## src/design/bcz_pkg.sv

```systemverilog
// ----------------------------------------------------------------------------
// bcz_pkg: shared types and constants of the cubic Bezier point evaluator
// Sizes of control points, curve parameter, interpolation levels and
// register map.
// ----------------------------------------------------------------------------
`default_nettype none

package bcz_pkg;

	// field sizes
	localparam int COORD_BITS  = 12;
	localparam int T_FRAC_BITS = 10;
	localparam int T_W         = T_FRAC_BITS + 1;
	localparam int OFFSET_BITS = 10;
	localparam int OUT_BITS    = COORD_BITS + 1;

	// de Casteljau row: four points, three interpolation levels
	localparam int NPTS   = 4;
	localparam int LEVELS = NPTS - 1;
	localparam int FRAC3  = LEVELS * T_FRAC_BITS;
	// a level-3 value is the curve point scaled by 2^FRAC3
	localparam int LVL_W  = COORD_BITS + FRAC3;

	localparam logic [T_W-1:0] T_ONE = T_W'(1) << T_FRAC_BITS;

	// register map
	localparam int APB_AW = 3;
	localparam logic REG_X_OFFSET = 1'b0;
	localparam logic REG_Y_OFFSET = 1'b1;
	localparam logic [OFFSET_BITS-1:0] X_OFFSET_RST = OFFSET_BITS'(100);
	localparam logic [OFFSET_BITS-1:0] Y_OFFSET_RST = OFFSET_BITS'(700);

	typedef logic signed [COORD_BITS-1:0] coord_t;
	typedef logic signed [OUT_BITS-1:0]   pix_t;
	typedef logic signed [LVL_W-1:0]      lvl_t;
	typedef lvl_t [NPTS-1:0]              row_t;

	// one item moving down the cell chain
	typedef struct packed {
		logic [T_W-1:0] t;
		row_t           x;
		row_t           y;
	} beat_t;

endpackage

`default_nettype wire

```

## src/design/bcz_place.sv

```systemverilog
// ----------------------------------------------------------------------------
// bcz_place: final truncation and screen placement
// Truncates the level-3 point toward zero and places it: x plus x_offset,
// y_offset minus y. Holds the result beat until it is taken.
// ----------------------------------------------------------------------------
`default_nettype none

module bcz_place (
	input  wire logic                                clk,
	input  wire logic                                arst_n,
	input  wire logic                                en,
	input  wire logic                                in_v,
	input  wire bcz_pkg::beat_t                      d,
	input  wire logic [bcz_pkg::OFFSET_BITS-1:0]     x_offset,
	input  wire logic [bcz_pkg::OFFSET_BITS-1:0]     y_offset,
	output logic                                     out_v,
	output bcz_pkg::pix_t                            pixel_x,
	output bcz_pkg::pix_t                            pixel_y
);

	bcz_pkg::coord_t tx, ty;
	logic            v_q;
	bcz_pkg::pix_t   px_q, py_q;

	// floor part, plus one when negative with a nonzero fraction
	function automatic bcz_pkg::coord_t trunc0(input bcz_pkg::lvl_t v);
		logic inc;
		inc = v[bcz_pkg::LVL_W-1] && (|v[bcz_pkg::FRAC3-1:0]);
		return $signed(v[bcz_pkg::LVL_W-1 -: bcz_pkg::COORD_BITS])
			+ bcz_pkg::COORD_BITS'(inc);
	endfunction

	always_comb begin
		tx = trunc0(d.x[0]);
		ty = trunc0(d.y[0]);
	end

	// valid flag
	always_ff @(posedge clk or negedge arst_n) begin
		if (!arst_n) begin
			v_q <= 1'b0;
		end else if (en) begin
			v_q <= in_v;
		end
	end

	// result register
	always_ff @(posedge clk) begin
		if (en) begin
			px_q <= bcz_pkg::OUT_BITS'(x_offset) + bcz_pkg::OUT_BITS'(tx);
			py_q <= bcz_pkg::OUT_BITS'(y_offset) - bcz_pkg::OUT_BITS'(ty);
		end
	end

	assign out_v   = v_q;
	assign pixel_x = px_q;
	assign pixel_y = py_q;

endmodule

`default_nettype wire

```

## config.mk

```make
export PLATFORM = sky130hd
export DESIGN_NAME = bcz_place
export DESIGN_NICKNAME = d
export VERILOG_FILES = /design/src/design/bcz_pkg.sv /design/src/design/bcz_place.sv
export SDC_FILE = /design/constraint.sdc
export NUM_CORES = 1
export LEC_CHECK = 0
export ABC_CLOCK_PERIOD_IN_PS = 1350
export BUFFER_PORTS_ARGS = -buffer_cell sky130_fd_sc_hd__buf_4
export CAP_MARGIN = 20
export CORE_AREA = 2 2 156 158
export DETAILED_ROUTE_END_ITERATION = 12
export DIE_AREA = 0 0 158 160
export GPL_TIMING_DRIVEN = 0
export PLACE_DENSITY_LB_ADDON = 0.05
export SYNTH_ARGS = -nofsm -noshare
export SYNTH_HDL_FRONTEND = slang
export SYNTH_SLANG_ARGS = --single-unit
```

## constraint.sdc

```tcl
create_clock -name clk -period 1.35 [get_ports clk]
set_input_delay 0.405 -clock clk [delete_from_list [all_inputs] [get_ports clk]]
set_output_delay 0.405 -clock clk [all_outputs]
set_load 0.01 [all_outputs]
```

==> flow_metrics.py, run 1 <==
metrics = {
    "status": {
        "outcome": "finished, violations left",
        "violations": "setup timing",
    },
    "power": {
        "swShare_pct": 33.5,
        "switchingPower_mw": 1.24,
        "ir_drop_mv": 0.463,
        "pwr-share-comb_pct": 47.8,
        "finalPower_mw": 3.69,
        "clock_power_share_pct": 21.1,
        "power_density_nw_per_um2": 769,
        "pwr-share-seq_pct": 31.0,
        "intPower_mw": 2.45,
        "total_leakage_power_nw": 1.80,
    },
    "layout": {
        "fin_nets": 793,
        "drive_above_1_share_pct": 66.1,
        "utilization_pct": 20.1,
        "final_cells": 721,
        "syn2layout_area_growth_pct": 112,
    },
    "global_route": {
        "grt_overflow_total": 0,
        "grt_pass1_wl_mm": 16.2,
        "grt_pass1_vias": 2644,
        "gr-usage-all-layers_pct": 8.64,
        "antenna_found_initial": 3,
        "grt_max_degree": 28,
    },
    "floorplanning": {
        "initial_core_util_pct": 9.51,
        "fp.dieH_um": 160,
        "pin_count": 398,
        "rows": 57,
        "coreArea_sq_um": 23800,
        "die_w_um": 158,
        "dieArea_sq_um": 25300,
    },
    "clocking": {
        "cts_max_level": 1,
        "cts_made_buffers": 3,
        "clk_latency_ps": 280,
        "clkTransAtPathRegs_ps": 90,
        "cts_buffer_depth": 2,
        "cts_tree": "yes",
        "clock-sinks": 27,
        "clockRootBuffer": "clkbuf_16",
    },
    "synthesis": {
        "netlist_instances": 227,
        "ys_ff_latch": 27,
        "synth_ff_type": "edfxtp_1",
        "synth-async-reset-ratio_pct": 3.70,
        "synth_cell_types": 39,
        "syn-num-nets": 624,
        "synth_warnings": 0,
        "syn_area_sq_um": 2270,
        "seq_area_frac_synth_pct": 35.6,
        "synth_edf_count": 26,
        "avgSynthCellArea_sq_um": 9.98,
    },
    "routing": {
        "wl_per_cell_um": 15.1,
        "wl_mm": 10.9,
        "via_per_inst": 3.35,
        "ant_nets": 0,
        "vias": 2415,
        "route.detailed.drc": 0,
        "drtIter0Drc": 53,
        "firstDrtPassIters": 4,
    },
    "worst_setup_path": {
        "endpoint_kind": "register",
        "reg2reg_slack_ps": 610,
        "r2r_end": "out_v",
        "arrival_ps": 2890,
        "setup.worst_path.start": "d[168]",
        "worstPathMaxFanout": 3,
        "critPathRequiredTime_ps": 1380,
        "criticalPathCategory": "primary input to register",
        "reg2reg_from": "out_v",
        "endpoint": "pixel_x[10]",
        "worstRegToRegCells": 1,
        "cp-start-kind": "primary input",
    },
    "place": {
        "pre_cts_slack_ps": -2090,
        "gp_congestion": 0.692,
        "place_inst": 685,
        "port_buffers": 134,
        "hpwl_mm": 8.87,
    },
    "run": {
        "max_cap_viol_count": 0,
    },
    "timing": {
        "fmax_mhz": 350,
        "clock_skew_ps": 0,
        "slew_viol_final": 0,
        "hold_viol": 0,
        "worstMarginPinSlew_ps": 448,
        "fin_crit_sh_pct": 212,
        "rsz0062_at_grt": "true",
        "period_needed_ps": 2860,
        "timing.slew.headroom_pct": 69.8,
        "setup_ws_ps": -1510,
        "finalSetupViolCount": 26,
    },
    "hold_path": {
        "hold_class": "primary input to register",
    },
}
kinds of logic (layout without fill, tap and decap cells):
family | Yosys count | after routing | synth area share [%]
buf+inv | 8 | 176 | 1.33
mux | 1 | 1 | 0.497
xor+xnor | 35 | 35 | 13.5
flops | 27 | 27 | 35.6
compound gates | 49 | 49 | 15.1
other cells | 0 | 2 | 0
simple gates | 81 | 81 | 19.0
fa+ha+maj | 26 | 26 | 15.0
how the worst min path moves through the flow:
stage	cells after the start	slack (ps)	end	start
after global routing	2	340	out_v	in_v
after global placement	1	220	out_v	arst_n
final	2	350	out_v	in_v
after floorplan	0	110	out_v	arst_n
after CTS	2	340	out_v	in_v
after detailed placement	1	210	out_v	arst_n
power groups by stage:
stage               logic (mW)  registers [mW]  clock network, mW
floorplan                0.603            1.22                  0
global placement          1.40            1.16                  0
detailed placement        1.38            1.16                  0
CTS                       1.69            1.15              0.837
global route              1.95            1.16              0.856
finish                    1.76            1.14              0.779
routing by layer:
layer | up-vias | GRT usage, % | share of wire, %
met5 | - | 0 | 0.12
met4 | 2 | 2.50 | 1.6
met3 | 10 | 6.21 | 13
met2 | 65 | 11.8 | 41
met1 | 1131 | 10.7 | 44
li1 | 1207 | - | -
stage by stage:
stage	hold slack (ps)	area, sq um	TNS (ps)
floorplan	109	2540	-29470
global placement	215	3950	-41680
detailed placement	214	3950	-40780
CTS	336	4570	-30600
global route	339	4790	-33330
finish	347	4800	-30220
synthesized netlist by cell type, types with 2 or more instances:
cell       count  area (sq um)
nand2b_1       2          12.5
a21o_1         5          37.5
edfxtp_1      26           781
o21a_1         6          45.0
a2111oi_0      2          17.5
and4_1         2          17.5
nand4_1        8          50.1
xor2_1        12           105
nor2_1        20          75.1
nor3_1         4          20.0
ha_1          24           300
a21oi_1       12          60.1
fa_1           2          40.0
nand3_1        9          45.0
nand2_1       15          56.3
nor4_1        15          93.8
o21bai_1       2          15.0
o21ai_0        6          30.0
nor2b_1        3          18.8
o211ai_1       2          15.0
a211oi_1       2          15.0
inv_1          8          30.0
xnor2_1       23           201
o31ai_1        2          15.0
flip-flops by register name, summed over array words and instances (netlist names):
register / flops
out_v: 1
pixel_y: 13
pixel_x: 13
repair_timing:
item | CTS | global route
hold buffers | 1 | 0
resized for setup | 73 | 30
setup endpoints to repair | 26 | 26
pin swaps | 69 | 45
endpoints found under the hold margin | 1 | 0
setup buffers | 22 | 10
cells in the final DEF, fill, tap and decap left out, drive strengths merged, types with 2 or more instances in the layout:
cell type	instances
buf	163
edfxtp	26
ha	24
xnor2	23
nor2	20
nand2	15
nor4	15
xor2	12
a21oi	12
nand3	10
nand4	9
inv	8
o21a	6
o21ai	6
a21o	5
nor3	4
clkbuf	3
a2111oi	3
nor2b	3
diode	2
o211ai	2
fa	2
and4	2
a211oi	2
o21bai	2
o31ai	2
nand2b	2
final cells by class:
class | count | area [sq um]
Clock inverter | 1 | 7.51
Multi-Input combinational cell | 192 | 2150
Timing Repair Buffer | 164 | 1320
Fill cell | 2664 | 19000
Inverter | 8 | 32.5
Sequential cell | 27 | 806
Clock buffer | 3 | 75.1
Tap cell | 324 | 405
Antenna cell | 2 | 5.00
critical path, stage by stage:
cell and delay, ps:
buf_6 100, nor4_4 260, nand4_1 160, o21a_1 240, ha_4 190, ha_4 170
and4_4 160, nand2_4 70, xnor2_2 80, ha_4 180, a2111oi_4 280, o211ai_1 230
a41oi_2 270, xor2_1 100
Note: power is estimated with default switching activity, not from simulation.
==> inputs of run 2 (changes only) <==
- ABC_AREA: unset -> 1
- CORE_AREA: 2 2 156 158 -> 2 2 153 155
- DIE_AREA: 0 0 158 160 -> 0 0 155 157
- MAX_ROUTING_LAYER: unset -> met4
- PLACE_DENSITY: unset -> 0.44
- PLACE_DENSITY_LB_ADDON: 0.05 -> unset
==> run 2 against run 1 <==
- the run still ends with setup timing left
- final area fell by 2.7%
- sequential power hardly changed
- critical path depth increased by 5
- maximum frequency grew 5.7%
- first-iteration DRC count is 23% higher
- synthesized cell count is 22% higher
- sequential share of layout area up 0.46 points
- area after synthesis grew 2.7%
- global-route usage decreased by 1.8 points
- critical path type unchanged
==> flow_metrics.py, run 2 <==
metrics = {
    "synthesis": {
        "syn_area_sq_um": 2330,
        "synth_area_leaders": "edfxtp_1 34%, ha_1 13%, nand2_1 10%",
        "ys_top_cells_by_count": "64 x nand2_1, 26 x edfxtp_1, 26 x inv_1, 26 x nor2_1, 26 x xor2_1",
        "synth_edf_count": 26,
        "synth_cell_types": 26,
        "netlist_instances": 276,
        "synth_warnings": 0,
        "yosysTopAreaCell": "edfxtp_1",
        "seq_area_frac_synth_pct": 34.6,
        "synthMostInstantiatedCell": "nand2_1",
        "syn-num-nets": 673,
        "avgSynthCellArea_sq_um": 8.43,
        "ys_ff_latch": 27,
        "synth-async-reset-ratio_pct": 3.70,
        "synth_top_area_share_pct": 33.5,
        "synth_ff_type": "edfxtp_1",
    },
    "timing": {
        "hold_viol": 0,
        "period_needed_ps": 2700,
        "fin_crit_sh_pct": 200,
        "clock_skew_ps": 0,
        "timing.slew.headroom_pct": 73.9,
        "rsz0062_at_grt": "true",
        "worstMarginPinSlew_ps": 391,
        "finalSetupViolCount": 26,
        "setup_ws_ps": -1350,
        "fmax_mhz": 370,
        "slew_viol_final": 0,
    },
    "worst_setup_path": {
        "critPathMostFrequentCell": "nand2_1",
        "cp_slowest_cell": "nor4_4",
        "reg2reg_from": "out_v",
        "crit_family": "simple AND/OR/NAND/NOR gates",
        "worstPathMaxFanout": 4,
        "crit_cells": 19,
        "crit_path_max_incr_delay_ps": 270,
        "critPathRequiredTime_ps": 1380,
        "arrival_ps": 2730,
        "worstRegToRegCells": 1,
        "worstPathCellList": "buf_6, nor4_4, nand4_1, nor2_1, nor2_1, ha_2, ha_4, nand2_4, inv_2, nand2_2, xor2_1, inv_1, ha_4, a21o_1, nand2_1, nand3_2, nand2_1, nand2_1, xor2_1",
        "cp-start-kind": "primary input",
        "setup.worst_path.start": "d[177]",
        "endpoint_kind": "register",
        "path_buf_inv": 3,
        "criticalPathCategory": "primary input to register",
    },
    "power": {
        "ir_drop_mv": 0.417,
        "total_leakage_power_nw": 1.96,
        "switchingPower_mw": 1.11,
        "intPower_mw": 2.37,
        "pwr-share-comb_pct": 46.1,
        "swShare_pct": 31.8,
        "power_density_nw_per_um2": 745,
        "pwr-share-seq_pct": 33.1,
        "finalPower_mw": 3.48,
        "clock_power_share_pct": 20.8,
    },
    "status": {
        "violations": "setup timing",
        "outcome": "finished, violations left",
    },
    "layout": {
        "n_fill_cell": 2413,
        "final_common_cell": "buf_4",
        "fin_nets": 840,
        "drive_above_1_share_pct": 57.9,
        "diodes": 0,
        "final_cell_mix": "136 x buf_4, 46 x nand2_1, 26 x edfxtp_1, 24 x buf_6, 23 x xor2_1",
        "utilization_pct": 20.7,
        "syn2layout_area_growth_pct": 101,
    },
    "routing": {
        "route.detailed.drc": 0,
        "wl_mm": 8.72,
        "drtIter0Drc": 65,
        "wl_per_cell_um": 12.0,
        "via_per_inst": 3.44,
        "ant_nets": 0,
        "firstDrtPassIters": 6,
        "vias": 2503,
    },
    "place": {
        "gp_congestion": 0.778,
        "hpwl_mm": 6.81,
        "port_buffers": 134,
    },
    "hold_path": {
        "min_from": "in_v",
        "hold_depth": 2,
        "hold_class": "primary input to register",
    },
    "floorplanning": {
        "rows": 55,
        "coreArea_sq_um": 22500,
        "pin_count": 398,
        "initial_core_util_pct": 10.3,
        "fp.dieH_um": 157,
        "dieArea_sq_um": 24300,
        "die_w_um": 155,
    },
    "clocking": {
        "clock-sinks": 27,
        "clkTransAtPathRegs_ps": 80,
        "clk_latency_ps": 270,
        "cts_made_buffers": 3,
        "cts_max_level": 1,
        "cts_buffer_depth": 2,
        "clockRootBuffer": "clkbuf_16",
        "cts_tree": "yes",
    },
    "global_route": {
        "grt_use_met3_pct": 1.60,
        "grt_pass1_wl_mm": 12.7,
        "met1_usage_pct": 8.12,
        "antenna_found_initial": 0,
        "grt_pass1_vias": 2470,
        "gr-usage-all-layers_pct": 6.86,
        "use_met2_pct": 11.9,
        "grt-busiest-layer": "met2",
        "grt_max_degree": 28,
        "grt_overflow_total": 0,
    },
    "run": {
        "max_cap_viol_count": 0,
    },
}
## run 2: changes by cell type after synthesis, moves of 5 or more
| cell | previous run | this run |
|---|---|---|
| inv_1 | 8 | 26 |
| nand2_1 | 15 | 64 |
| nand3_1 | 9 | 14 |
| nor2_1 | 20 | 26 |
| o21a_1 | 6 | 0 |
| o21ai_0 | 6 | 0 |
| xnor2_1 | 23 | 8 |
| xor2_1 | 12 | 26 |
## run 2: power groups by stage
stage / Clock (mW) / Sequential, mW / Combinational [mW]
after floorplan: 0 / 1.23 / 0.529
after global placement: 0 / 1.17 / 1.25
after detailed placement: 0 / 1.16 / 1.24
after CTS: 0.755 / 1.16 / 1.41
after global routing: 0.780 / 1.17 / 1.75
final: 0.722 / 1.15 / 1.60
## run 2: what timing repair did
| action | 4_1_cts | 5_1_grt |
|---|---|---|
| setup buffers | 16 | 12 |
| gates resized for setup | 41 | 46 |
| hold buffers | 1 | 0 |
| setup endpoints to repair | 26 | 26 |
| pin swaps | 38 | 25 |
| endpoints found under the hold margin | 1 | 0 |
## run 2: layout make-up
cell class	instances	area (sq um)	share of cell area (%)
Sequential cell	27	806	17.3
Clock buffer	3	75.1	1.61
Clock inverter	1	7.51	0.161
Multi-Input combinational cell	223	2000	42.8
Inverter	26	103	2.20
Tap cell	285	357	7.64
Timing Repair Buffer	162	1320	28.3
## run 2: worst paths after layout
check                             endpoint  slack, ps
min in group asynchronous            out_v        550
max in group asynchronous            out_v        720
worst max-delay path            pixel_x[9]      -1350
worst min register to register       out_v        520
worst min-delay path                 out_v        360
worst max register to register       out_v        610
## run 2: stage by stage
stage               TNS (ps)  hold WS (ps)  area (sq um)  std cells  worst slack [ps]
floorplan             -26940           109          2570        276             -1360
global placement      -36610           184          3930        695             -1770
detailed placement    -36230           187          3930        695             -1760
CTS                   -26880           356          4340        716             -1340
global route          -32180           378          4670        727             -1570
finish                -28450           364          4670        727             -1350
## run 2: cells by family (layout without fill, tap and decap cells)
logic type               count (synthesis)  count (layout)  share of synthesized area [%]
adder cells (fa/ha/maj)                 26              26                           14.6
flip-flops                              27              27                           34.6
AND/OR/NAND/NOR                        143             143                           28.6
multiplexers                             1               1                          0.484
XOR/XNOR                                34              34                           12.8
buffers and inverters                   26             192                           4.19
AO/OA/AOI/OAI                           19              19                           4.68
## run 2: routing by layer
layer  wire length [um]  share of wire [%]  up-vias
met5                  0                  0        -
met4                114                1.3        0
met3                402                4.6        6
met2               4680                 54       42
met1               3520                 40     1168
li1                   -                  -     1287
